`src/rtl/positional_array_list_macros.svh`:
```
// Assertion macros shared by the positional array list RTL.
// Included by the modules that carry concurrent assertions; no other dependencies.
`ifndef POSITIONAL_ARRAY_LIST_MACROS_SVH
`define POSITIONAL_ARRAY_LIST_MACROS_SVH

`ifndef ASSERT_OFF
// Checked at every rising edge, skipped while reset is asserted.
`define PAL_ASSERT(lbl, ck, rn, prop) \
    lbl: assert property (@(posedge ck) disable iff (!rn) prop) \
        else $error("positional array list assertion failed");
// Checked at every rising edge, reset included.
`define PAL_ASSERT_NR(lbl, ck, prop) \
    lbl: assert property (@(posedge ck) prop) \
        else $error("positional array list assertion failed");
`else
`define PAL_ASSERT(lbl, ck, rn, prop)
`define PAL_ASSERT_NR(lbl, ck, prop)
`endif

`endif

```
`src/rtl/pal_pkg.sv`:
```
// Package for the positional array list: sizes, codes, microcode word format
// and the microcode program itself. No dependencies.
package pal_pkg;

    localparam int CAPACITY = 64;
    localparam int ADDR_W   = (CAPACITY > 1) ? $clog2(CAPACITY) : 1;
    localparam int CNT_W    = $clog2(CAPACITY + 1);
    localparam int POS_W    = 7;
    localparam int VAL_W    = 32;
    localparam int LEN_W    = 7;
    // Comparison width: wide enough for a position, a count and one more.
    localparam int CMP_W    = ((CNT_W > POS_W) ? CNT_W : POS_W) + 1;
    localparam int PC_W     = 5;

    typedef enum logic [1:0] {
        CMD_GET,
        CMD_SEARCH,
        CMD_INSERT,
        CMD_DELETE
    } cmd_t;

    typedef enum logic [1:0] {
        ST_OK,
        ST_BAD_POS,
        ST_FULL,
        ST_NOT_FOUND
    } status_t;

    typedef enum logic [3:0] {
        UOP_LATCH,
        UOP_NOP,
        UOP_INIT,
        UOP_MOVE_DOWN,
        UOP_DEC_CNT,
        UOP_GET_RD,
        UOP_EMIT_GET,
        UOP_SRCH_STEP,
        UOP_EMIT_NF,
        UOP_MOVE_UP,
        UOP_WR_VAL,
        UOP_EMIT_FULL,
        UOP_EMIT_OK,
        UOP_EMIT_FOUND,
        UOP_EMIT_BAD
    } uop_t;

    typedef enum logic [3:0] {
        C_NEVER,
        C_ALWAYS,
        C_NOSTART,
        C_BAD,
        C_GET,
        C_SRCH,
        C_INS,
        C_MORE,
        C_HIT,
        C_FULL
    } cond_t;

    typedef logic [PC_W-1:0] pc_t;

    localparam pc_t STEP_IDLE      = pc_t'(0);
    localparam pc_t STEP_INIT      = pc_t'(1);
    localparam pc_t STEP_DISP_GET  = pc_t'(2);
    localparam pc_t STEP_DISP_SRCH = pc_t'(3);
    localparam pc_t STEP_DISP_INS  = pc_t'(4);
    localparam pc_t STEP_DEL_LOOP  = pc_t'(5);
    localparam pc_t STEP_DEL_CNT   = pc_t'(6);
    localparam pc_t STEP_GET_RD    = pc_t'(7);
    localparam pc_t STEP_GET_OUT   = pc_t'(8);
    localparam pc_t STEP_SRCH_LOOP = pc_t'(9);
    localparam pc_t STEP_SRCH_HIT  = pc_t'(10);
    localparam pc_t STEP_SRCH_MISS = pc_t'(11);
    localparam pc_t STEP_INS_CHK   = pc_t'(12);
    localparam pc_t STEP_INS_LOOP  = pc_t'(13);
    localparam pc_t STEP_INS_WR    = pc_t'(14);
    localparam pc_t STEP_OUT_FULL  = pc_t'(15);
    localparam pc_t STEP_OUT_OK    = pc_t'(16);
    localparam pc_t STEP_OUT_FOUND = pc_t'(17);
    localparam pc_t STEP_OUT_BAD   = pc_t'(18);

    // One control word: datapath operation, jump condition, jump target.
    // When the condition is false the step counter advances by one.
    typedef struct packed {
        uop_t  op;
        cond_t cond;
        pc_t   target;
    } uword_t;

    // Status flags from the datapath back to the sequencer.
    typedef struct packed {
        logic bad;
        logic full;
        logic more;
        logic hit;
        cmd_t cmd;
    } flags_t;

    function automatic uword_t ucode(input pc_t pc);
        uword_t w;
        case (pc)
            STEP_IDLE:      w = '{UOP_LATCH,      C_NOSTART, STEP_IDLE};
            STEP_INIT:      w = '{UOP_INIT,       C_BAD,     STEP_OUT_BAD};
            STEP_DISP_GET:  w = '{UOP_NOP,        C_GET,     STEP_GET_RD};
            STEP_DISP_SRCH: w = '{UOP_NOP,        C_SRCH,    STEP_SRCH_LOOP};
            STEP_DISP_INS:  w = '{UOP_NOP,        C_INS,     STEP_INS_CHK};
            STEP_DEL_LOOP:  w = '{UOP_MOVE_DOWN,  C_MORE,    STEP_DEL_LOOP};
            STEP_DEL_CNT:   w = '{UOP_DEC_CNT,    C_ALWAYS,  STEP_OUT_OK};
            STEP_GET_RD:    w = '{UOP_GET_RD,     C_NEVER,   STEP_IDLE};
            STEP_GET_OUT:   w = '{UOP_EMIT_GET,   C_ALWAYS,  STEP_IDLE};
            STEP_SRCH_LOOP: w = '{UOP_SRCH_STEP,  C_MORE,    STEP_SRCH_LOOP};
            STEP_SRCH_HIT:  w = '{UOP_NOP,        C_HIT,     STEP_OUT_FOUND};
            STEP_SRCH_MISS: w = '{UOP_EMIT_NF,    C_ALWAYS,  STEP_IDLE};
            STEP_INS_CHK:   w = '{UOP_NOP,        C_FULL,    STEP_OUT_FULL};
            STEP_INS_LOOP:  w = '{UOP_MOVE_UP,    C_MORE,    STEP_INS_LOOP};
            STEP_INS_WR:    w = '{UOP_WR_VAL,     C_ALWAYS,  STEP_OUT_OK};
            STEP_OUT_FULL:  w = '{UOP_EMIT_FULL,  C_ALWAYS,  STEP_IDLE};
            STEP_OUT_OK:    w = '{UOP_EMIT_OK,    C_ALWAYS,  STEP_IDLE};
            STEP_OUT_FOUND: w = '{UOP_EMIT_FOUND, C_ALWAYS,  STEP_IDLE};
            STEP_OUT_BAD:   w = '{UOP_EMIT_BAD,   C_ALWAYS,  STEP_IDLE};
            default:        w = '{UOP_NOP,        C_ALWAYS,  STEP_IDLE};
        endcase
        return w;
    endfunction

endpackage

```
`src/rtl/pal_dpath.sv`:
```
// Datapath of the positional array list: entry memory, count, walk pointer
// and result registers. Depends on pal_pkg and the assertion macro header.
`include "positional_array_list_macros.svh"

module pal_dpath (
    input  logic                     clk,
    input  logic                     rst_n,
    input  logic                     start,
    input  logic [1:0]               command,
    input  logic [pal_pkg::POS_W-1:0] position,
    input  logic [pal_pkg::VAL_W-1:0] value,
    input  pal_pkg::uword_t          uw,
    output pal_pkg::flags_t          flags,
    output logic                     done,
    output pal_pkg::status_t         status,
    output logic [pal_pkg::LEN_W-1:0] found_position,
    output logic [pal_pkg::VAL_W-1:0] read_value,
    output logic [pal_pkg::LEN_W-1:0] length
);
    import pal_pkg::*;

    logic [VAL_W-1:0] mem [CAPACITY];

    cmd_t             cmd_reg;
    logic [POS_W-1:0] pos_reg;
    logic [VAL_W-1:0] val_reg;
    logic [VAL_W-1:0] rdata_reg;
    logic [CNT_W-1:0] count_reg, count_next;
    logic [CNT_W-1:0] idx_reg, idx_next;
    logic [CNT_W-1:0] pend_addr_reg, pend_addr_next;
    logic             pend_reg, pend_next;
    logic             done_reg, done_next;
    status_t          status_reg, status_next;
    logic [LEN_W-1:0] found_reg, found_next;
    logic [VAL_W-1:0] rd_reg, rd_next;
    logic [LEN_W-1:0] len_reg, len_next;

    logic [CMP_W-1:0] pos_x, cnt_x, idx_x, pos_m1, found_x;
    logic [CNT_W-1:0] idx_m1, idx_p1;
    logic             bad, full, hit, more;
    logic             ren, wen;
    logic [ADDR_W-1:0] raddr, waddr;
    logic [VAL_W-1:0] wdata;
    logic             emit;

    assign pos_x   = CMP_W'(pos_reg);
    assign cnt_x   = CMP_W'(count_reg);
    assign idx_x   = CMP_W'(idx_reg);
    assign pos_m1  = pos_x - CMP_W'(1);
    assign found_x = CMP_W'(pend_addr_reg) + CMP_W'(1);
    assign idx_m1  = idx_reg - CNT_W'(1);
    assign idx_p1  = idx_reg + CNT_W'(1);

    assign full = (cnt_x == CMP_W'(CAPACITY));
    assign hit  = pend_reg && (rdata_reg == val_reg);

    always_comb
    begin
        case (cmd_reg)
            CMD_SEARCH: bad = 1'b0;
            CMD_INSERT: bad = (pos_x == '0) || (pos_x > cnt_x + CMP_W'(1));
            default:    bad = (pos_x == '0) || (pos_x > cnt_x);
        endcase
    end

    // Loop condition of the walk that the current step performs.
    always_comb
    begin
        case (uw.op)
            UOP_SRCH_STEP: more = !hit && (idx_x < cnt_x);
            UOP_MOVE_UP:   more = (idx_x >= pos_x);
            UOP_MOVE_DOWN: more = (idx_x + CMP_W'(1) < cnt_x);
            default:       more = 1'b0;
        endcase
    end

    assign flags = '{bad: bad, full: full, more: more, hit: hit, cmd: cmd_reg};

    // Memory port control. A move reads the next source entry while the entry
    // read in the previous cycle is written to its new place.
    always_comb
    begin
        ren   = 1'b0;
        wen   = 1'b0;
        raddr = '0;
        waddr = pend_addr_reg[ADDR_W-1:0];
        wdata = rdata_reg;
        case (uw.op)
            UOP_GET_RD:
            begin
                ren   = 1'b1;
                raddr = pos_m1[ADDR_W-1:0];
            end
            UOP_SRCH_STEP:
            begin
                ren   = more;
                raddr = idx_reg[ADDR_W-1:0];
            end
            UOP_MOVE_UP:
            begin
                ren   = more;
                raddr = idx_m1[ADDR_W-1:0];
                wen   = pend_reg;
            end
            UOP_MOVE_DOWN:
            begin
                ren   = more;
                raddr = idx_p1[ADDR_W-1:0];
                wen   = pend_reg;
            end
            UOP_WR_VAL:
            begin
                wen   = 1'b1;
                waddr = pos_m1[ADDR_W-1:0];
                wdata = val_reg;
            end
            default:
            begin
                ren = 1'b0;
            end
        endcase
    end

    always_comb
    begin
        count_next     = count_reg;
        idx_next       = idx_reg;
        pend_next      = pend_reg;
        pend_addr_next = pend_addr_reg;
        emit           = 1'b0;
        status_next    = status_reg;
        found_next     = '0;
        rd_next        = '0;
        case (uw.op)
            UOP_INIT:
            begin
                pend_next = 1'b0;
                case (cmd_reg)
                    CMD_SEARCH: idx_next = '0;
                    CMD_INSERT: idx_next = count_reg;
                    CMD_DELETE: idx_next = pos_m1[CNT_W-1:0];
                    default:    idx_next = idx_reg;
                endcase
            end
            UOP_SRCH_STEP:
            begin
                // On exit the last read stays pending so that a hit can be seen.
                if (more)
                begin
                    pend_next      = 1'b1;
                    pend_addr_next = idx_reg;
                    idx_next       = idx_p1;
                end
            end
            UOP_MOVE_UP:
            begin
                pend_next = more;
                if (more)
                begin
                    pend_addr_next = idx_reg;
                    idx_next       = idx_m1;
                end
            end
            UOP_MOVE_DOWN:
            begin
                pend_next = more;
                if (more)
                begin
                    pend_addr_next = idx_reg;
                    idx_next       = idx_p1;
                end
            end
            UOP_DEC_CNT:    count_next = count_reg - CNT_W'(1);
            UOP_WR_VAL:     count_next = count_reg + CNT_W'(1);
            UOP_EMIT_GET:
            begin
                emit        = 1'b1;
                status_next = ST_OK;
                rd_next     = rdata_reg;
            end
            UOP_EMIT_FOUND:
            begin
                emit        = 1'b1;
                status_next = ST_OK;
                found_next  = found_x[LEN_W-1:0];
            end
            UOP_EMIT_OK:
            begin
                emit        = 1'b1;
                status_next = ST_OK;
            end
            UOP_EMIT_NF:
            begin
                emit        = 1'b1;
                status_next = ST_NOT_FOUND;
            end
            UOP_EMIT_FULL:
            begin
                emit        = 1'b1;
                status_next = ST_FULL;
            end
            UOP_EMIT_BAD:
            begin
                emit        = 1'b1;
                status_next = ST_BAD_POS;
            end
            default:
            begin
                emit = 1'b0;
            end
        endcase
        done_next = emit;
        len_next  = cnt_x[LEN_W-1:0];
    end

    always_ff @(posedge clk or negedge rst_n)
    begin
        if (!rst_n)
        begin
            count_reg <= '0;
            pend_reg  <= 1'b0;
            done_reg  <= 1'b0;
        end
        else
        begin
            count_reg <= count_next;
            pend_reg  <= pend_next;
            done_reg  <= done_next;
        end
    end

    always_ff @(posedge clk)
    begin
        idx_reg       <= idx_next;
        pend_addr_reg <= pend_addr_next;
        if (uw.op == UOP_LATCH && start)
        begin
            cmd_reg <= cmd_t'(command);
            pos_reg <= position;
            val_reg <= value;
        end
        if (emit)
        begin
            status_reg <= status_next;
            found_reg  <= found_next;
            rd_reg     <= rd_next;
            len_reg    <= len_next;
        end
    end

    always_ff @(posedge clk)
    begin
        if (wen)
        begin
            mem[waddr] <= wdata;
        end
        if (ren)
        begin
            rdata_reg <= mem[raddr];
        end
    end

    assign done           = done_reg;
    assign status         = status_reg;
    assign found_position = found_reg;
    assign read_value     = rd_reg;
    assign length         = len_reg;

    `PAL_ASSERT(a_count_bound, clk, rst_n, cnt_x <= CMP_W'(CAPACITY))
    `PAL_ASSERT(a_done_single, clk, rst_n, done_reg |=> !done_reg)
    `PAL_ASSERT(a_found_ok, clk, rst_n, (done_reg && found_reg != '0) |-> (status_reg == ST_OK))
    `PAL_ASSERT(a_no_rw_clash, clk, rst_n, !(ren && wen && raddr == waddr))

endmodule

```
`src/rtl/pal_ctrl.sv`:
```
// Microcoded sequencer of the positional array list: step counter, control
// word ROM and jump logic. Depends on pal_pkg and the assertion macro header.
`include "positional_array_list_macros.svh"

module pal_ctrl (
    input  logic            clk,
    input  logic            rst_n,
    input  logic            start,
    input  pal_pkg::flags_t flags,
    output pal_pkg::uword_t uw,
    output logic            busy
);
    import pal_pkg::*;

    pc_t  pc_reg, pc_next;
    logic take;

    assign uw = ucode(pc_reg);

    always_comb
    begin
        case (uw.cond)
            C_NEVER:   take = 1'b0;
            C_ALWAYS:  take = 1'b1;
            C_NOSTART: take = !start;
            C_BAD:     take = flags.bad;
            C_GET:     take = (flags.cmd == CMD_GET);
            C_SRCH:    take = (flags.cmd == CMD_SEARCH);
            C_INS:     take = (flags.cmd == CMD_INSERT);
            C_MORE:    take = flags.more;
            C_HIT:     take = flags.hit;
            C_FULL:    take = flags.full;
            default:   take = 1'b0;
        endcase
        pc_next = take ? uw.target : pc_reg + pc_t'(1);
    end

    always_ff @(posedge clk or negedge rst_n)
    begin
        if (!rst_n)
        begin
            pc_reg <= STEP_IDLE;
        end
        else
        begin
            pc_reg <= pc_next;
        end
    end

    assign busy = (pc_reg != STEP_IDLE);

    `PAL_ASSERT(a_accept_init, clk, rst_n, (start && !busy) |=> (pc_reg == STEP_INIT))

endmodule

```
`src/rtl/positional_array_list.sv`:
```
// Top level of the positional array list: ports, sequencer and datapath.
// Depends on pal_pkg, pal_ctrl and pal_dpath.
//
// A request is taken when start is high and busy is low; its result appears
// for exactly one cycle with done high, and the receiver cannot stall it.
// One request is in work at a time. The entries sit in a memory with one
// write and one registered read port, and a microcoded sequencer walks it one
// entry per cycle: search walks up to the whole list, insert and delete
// move the entries from the position to the end, and a bad position or an
// insert into a full list ends without a walk. busy is already low while
// done is high, so the next request can be taken in the cycle that carries
// the result.
module positional_array_list (
    input  logic                             clk,
    input  logic                             rst_n,
    input  logic                             start,
    output logic                             busy,
    input  logic [1:0]                       command,
    input  logic [pal_pkg::POS_W-1:0]        position,
    input  logic signed [pal_pkg::VAL_W-1:0] value,
    output logic                             done,
    output logic [1:0]                       status,
    output logic [pal_pkg::LEN_W-1:0]        found_position,
    output logic signed [pal_pkg::VAL_W-1:0] read_value,
    output logic [pal_pkg::LEN_W-1:0]        length
);
    import pal_pkg::*;

    uword_t  uw;
    flags_t  flags;
    status_t status_w;

    pal_ctrl u_ctrl (
        .clk   (clk),
        .rst_n (rst_n),
        .start (start),
        .flags (flags),
        .uw    (uw),
        .busy  (busy)
    );

    pal_dpath u_dpath (
        .clk            (clk),
        .rst_n          (rst_n),
        .start          (start),
        .command        (command),
        .position       (position),
        .value          (value),
        .uw             (uw),
        .flags          (flags),
        .done           (done),
        .status         (status_w),
        .found_position (found_position),
        .read_value     (read_value),
        .length         (length)
    );

    assign status = status_w;

endmodule
```
`config.mk`:
```
export PLATFORM = sky130hd
export DESIGN_NAME = positional_array_list
export DESIGN_NICKNAME = d
export VERILOG_FILES = /design/src/rtl/pal_pkg.sv /design/src/rtl/pal_dpath.sv /design/src/rtl/pal_ctrl.sv /design/src/rtl/positional_array_list.sv
export VERILOG_INCLUDE_DIRS = /design/src /design/src/rtl
export SDC_FILE = /design/constraint.sdc
export NUM_CORES = 2
export LEC_CHECK = 0
export ABC_AREA = 1
export ABC_CLOCK_PERIOD_IN_PS = 4700
export BUFFER_PORTS_ARGS = -buffer_cell sky130_fd_sc_hd__buf_2
export CORE_UTILIZATION = 39
export CTS_CLUSTER_DIAMETER = 200
export DETAILED_ROUTE_END_ITERATION = 10
export PLACE_DENSITY = 0.64
export SYNTH_ARGS = -nofsm -noshare
export SYNTH_HDL_FRONTEND = slang
export SYNTH_SLANG_ARGS = --single-unit
```
`constraint.sdc`:
```
create_clock -name clk -period 4.7 [get_ports clk]
set_input_delay 0.47 -clock clk [delete_from_list [all_inputs] [get_ports clk]]
set_output_delay 0.47 -clock clk [all_outputs]
set_load 0.02 [all_outputs]
```
==> flow_metrics.env <==
export IMPL_clockBufferDepth=3
export IMPL_vias=67500
export IMPL_synth_cell_types=45
export IMPL_coreArea_um2=250000
export IMPL_status="complete, no violations"
export IMPL_required_ps=5270
export IMPL_root_buffer="clkbuf_16"
export IMPL_async_reset_ff_share_pct=0.637
export IMPL_die_area_um2=254000
export IMPL_ys_ff_latch=2197
export IMPL_initialDrtViolationCount=8009
export IMPL_layout_commonest_cell="edfxtp_1"
export IMPL_cts_setup_buffers=0
export IMPL_syn_to_final_growth_pct=14.5
export IMPL_rsz0062_at_grt="no"
export IMPL_numCtsBuffers=221
export IMPL_grt_pass1_vias=64700
export IMPL_clkLatencyLatePin_ps=880
export IMPL_via_per_inst=5.30
export IMPL_initial_utilization_pct=39.4
export IMPL_gp_congestion=0.888
export IMPL_ys_flop_type="edfxtp_1"
export IMPL_synth_edf_count=2183
export IMPL_dpl_hpwl_um=163000
export IMPL_final_core_util_pct=45.1
export IMPL_drt_pass1_iterations=6
export IMPL_nets=9325
export IMPL_worst_clock_skew_ps=36.0
export IMPL_final_antenna_net_count=0
export IMPL_wirelength_um=279000
export IMPL_largest_reg_flops=2048
export IMPL_h_tree_depth=4
export IMPL_placed_cells=12300
export IMPL_worst_slew_pin_slew_ps=1420
export IMPL_drc=0
export IMPL_most_common_layout_cells="edfxtp_1, nand3_1, nand2_1"
export IMPL_setup_slack_ps=309
export IMPL_die_w_um=504
export IMPL_fin_crit_ps=4390
export IMPL_yosys_warnings=0
export IMPL_slew_headroom_pct=5.27
export IMPL_syn_area_um2=98300
export IMPL_postSynthCellCount=9075
export IMPL_hold_viol_final=0
export IMPL_syn_area_per_cell_um2=10.8
export IMPL_antenna_found_initial=4
export IMPL_hold_slack_ps=62.8
export IMPL_crit_path_start_kind="register"
export IMPL_clkTransAtPathRegs_ps=60
export IMPL_regMostFlops="u_dpath.mem"
export IMPL_die_h_um=504
export IMPL_final_cells=12700
export IMPL_cts_sinks=2197
export IMPL_grt_max_degree=176
export IMPL_wire_per_inst_um=21.9
export IMPL_crit_arrival_ps=4960
export IMPL_place_ws_ps=375
export IMPL_maxSlewViolCount=0
export IMPL_fin_crit_sh_pct=93.4
export IMPL_std_cell_rows=183
export IMPL_cp_max_fo=17
export IMPL_track_usage_pct=21.5
export IMPL_cts_tree="done"
export IMPL_crit_path_end_kind="register"
export IMPL_io_buffers=93
export IMPL_hold_path_class="primary input to asynchronous set/reset pin"
export IMPL_setup_viol=0
export IMPL_io_pins=94
export IMPL_critPathKind="register to register"
export IMPL_fmax_ghz=0.228
export IMPL_syn_num_nets=9177
export IMPL_drv_cap=0
export IMPL_drive_gt1_share_pct=9.20
export IMPL_grt_pass1_wl_um=417000
export IMPL_seq_area_frac_synth_pct=67.0
export IMPL_grt_overflow=0
through the flow:
step / cell area, um^2 / setup TNS, ps
final: 113000 / 0
after global routing: 113000 / 0
after CTS: 113000 / 0
after detailed placement: 105000 / 0
after global placement: 105000 / 0
after floorplan: 98300 / -241890
final cells by class:
| class | instances | area [um^2] |
|---|---|---|
| Antenna cell | 2 | 5.00 |
| Clock buffer | 269 | 5800 |
| Clock inverter | 137 | 1020 |
| Fill cell | 22500 | 137000 |
| Inverter | 1551 | 5850 |
| Multi-Input combinational cell | 4791 | 24700 |
| Sequential cell | 2197 | 65900 |
| Tap cell | 3330 | 4170 |
| Timing Repair Buffer | 461 | 5120 |
worst max-delay path: stages, from the launching register on:
cell and delay (ps):
dfrtp_1 450, inv_1 210, ha_1 260, inv_1 110, nand2_1 60, nand3_1 90
nand2_2 80, nand2_4 110, nand2_1 150, nor2_4 260, inv_2 140, o21ai_0 310
inv_1 110, nor2_1 100, inv_1 60, nor2_1 170, nand2_1 200, buf_12 200
buf_4 150, nor2_4 570, buf_12 260
path summary, 6_finish.rpt:
| check | start | to | slack, ps | depth (start not counted) |
|---|---|---|---|---|
| max | u_ctrl.pc_reg[1]$_DFF_PN0_ | u_dpath.mem[26][3]$_DFFE_PP_ | 310 | 20 |
| min | rst_n | u_ctrl.pc_reg[4]$_DFF_PN0_ | 60 | 2 |
| max reg2reg | u_ctrl.pc_reg[1]$_DFF_PN0_ | u_dpath.mem[26][3]$_DFFE_PP_ | 310 | 20 |
| min reg2reg | u_dpath.count_reg[6]$_DFFE_PN0P_ | u_dpath.count_reg[6]$_DFFE_PN0P_ | 540 | 1 |
| max in group asynchronous | rst_n | u_dpath.count_reg[6]$_DFFE_PN0P_ | 4330 | 2 |
| min in group clk | value[4] | u_dpath.val_reg[4]$_DFFE_PP_ | 320 | 2 |
synth_stat cells, types with 2 or more instances:
| cell type | count | area, um^2 |
|---|---|---|
| buf_1 | 34 | 128 |
| a21oi_1 | 30 | 150 |
| nor2_4 | 6 | 67.6 |
| nand4_1 | 8 | 50.1 |
| dfrtp_1 | 14 | 350 |
| ha_1 | 57 | 713 |
| buf_6 | 43 | 484 |
| nand2_2 | 11 | 68.8 |
| inv_2 | 12 | 45.0 |
| nand3b_1 | 516 | 3870 |
| xor2_1 | 31 | 272 |
| nor3_1 | 17 | 85.1 |
| inv_1 | 1539 | 5780 |
| nand3_1 | 2152 | 10800 |
| o21ai_1 | 4 | 20.0 |
| nor4_1 | 2 | 12.5 |
| o22ai_1 | 10 | 62.6 |
| xnor2_1 | 9 | 78.8 |
| o21bai_1 | 2 | 15.0 |
| o2111ai_1 | 3 | 26.3 |
| a211oi_1 | 4 | 30.0 |
| buf_4 | 6 | 45.0 |
| o221ai_1 | 2 | 17.5 |
| buf_2 | 377 | 1890 |
| edfxtp_1 | 2183 | 65600 |
| nand2_1 | 1666 | 6250 |
| a22oi_1 | 2 | 15.0 |
| or2_2 | 3 | 18.8 |
| o211ai_1 | 6 | 45.0 |
| nor2_1 | 167 | 627 |
| o21ai_0 | 65 | 325 |
| o21ai_2 | 2 | 17.5 |
| nand2_4 | 3 | 33.8 |
| o31ai_1 | 2 | 15.0 |
| clkbuf_1 | 77 | 289 |
per-layer routing:
layer / vias to the layer above / routed length [um] / share of wire, % / GRT usage [%]
met4: 0 / 7790 / 2.8 / 6.90
met5: - / 0 / 0 / 0
li1: 30900 / - / - / -
met2: 3104 / 131000 / 47 / 34.7
met1: 33000 / 117000 / 42 / 29.9
met3: 468 / 22700 / 8.2 / 2.92
cell families (layout without fill, tap and decap cells):
group                      count (synthesis)  count (layout)  synth area share [%]
and+or+nand+nor                         4554            4555                  22.3
DFF                                     2197            2197                  67.0
buffers and inverters                   2088            2418                  8.80
AOI/OAI and AO/OA                        137             137                 0.792
adders and majority gates                 58              58                 0.746
xor gates and xnor gates                  40              40                 0.356
muxes                                      1               1                0.0102
other                                      0               2                     0
what timing repair did:
item                                    in CTS  in global routing
hold buffers                                42                  0
hold endpoints to repair                    55                  0
endpoints found under the setup margin       0                  9
resized for setup                            0                  0
Power is not shown: default switching activity piles up to over one toggle a cycle in this logic, so the estimate is an artifact.
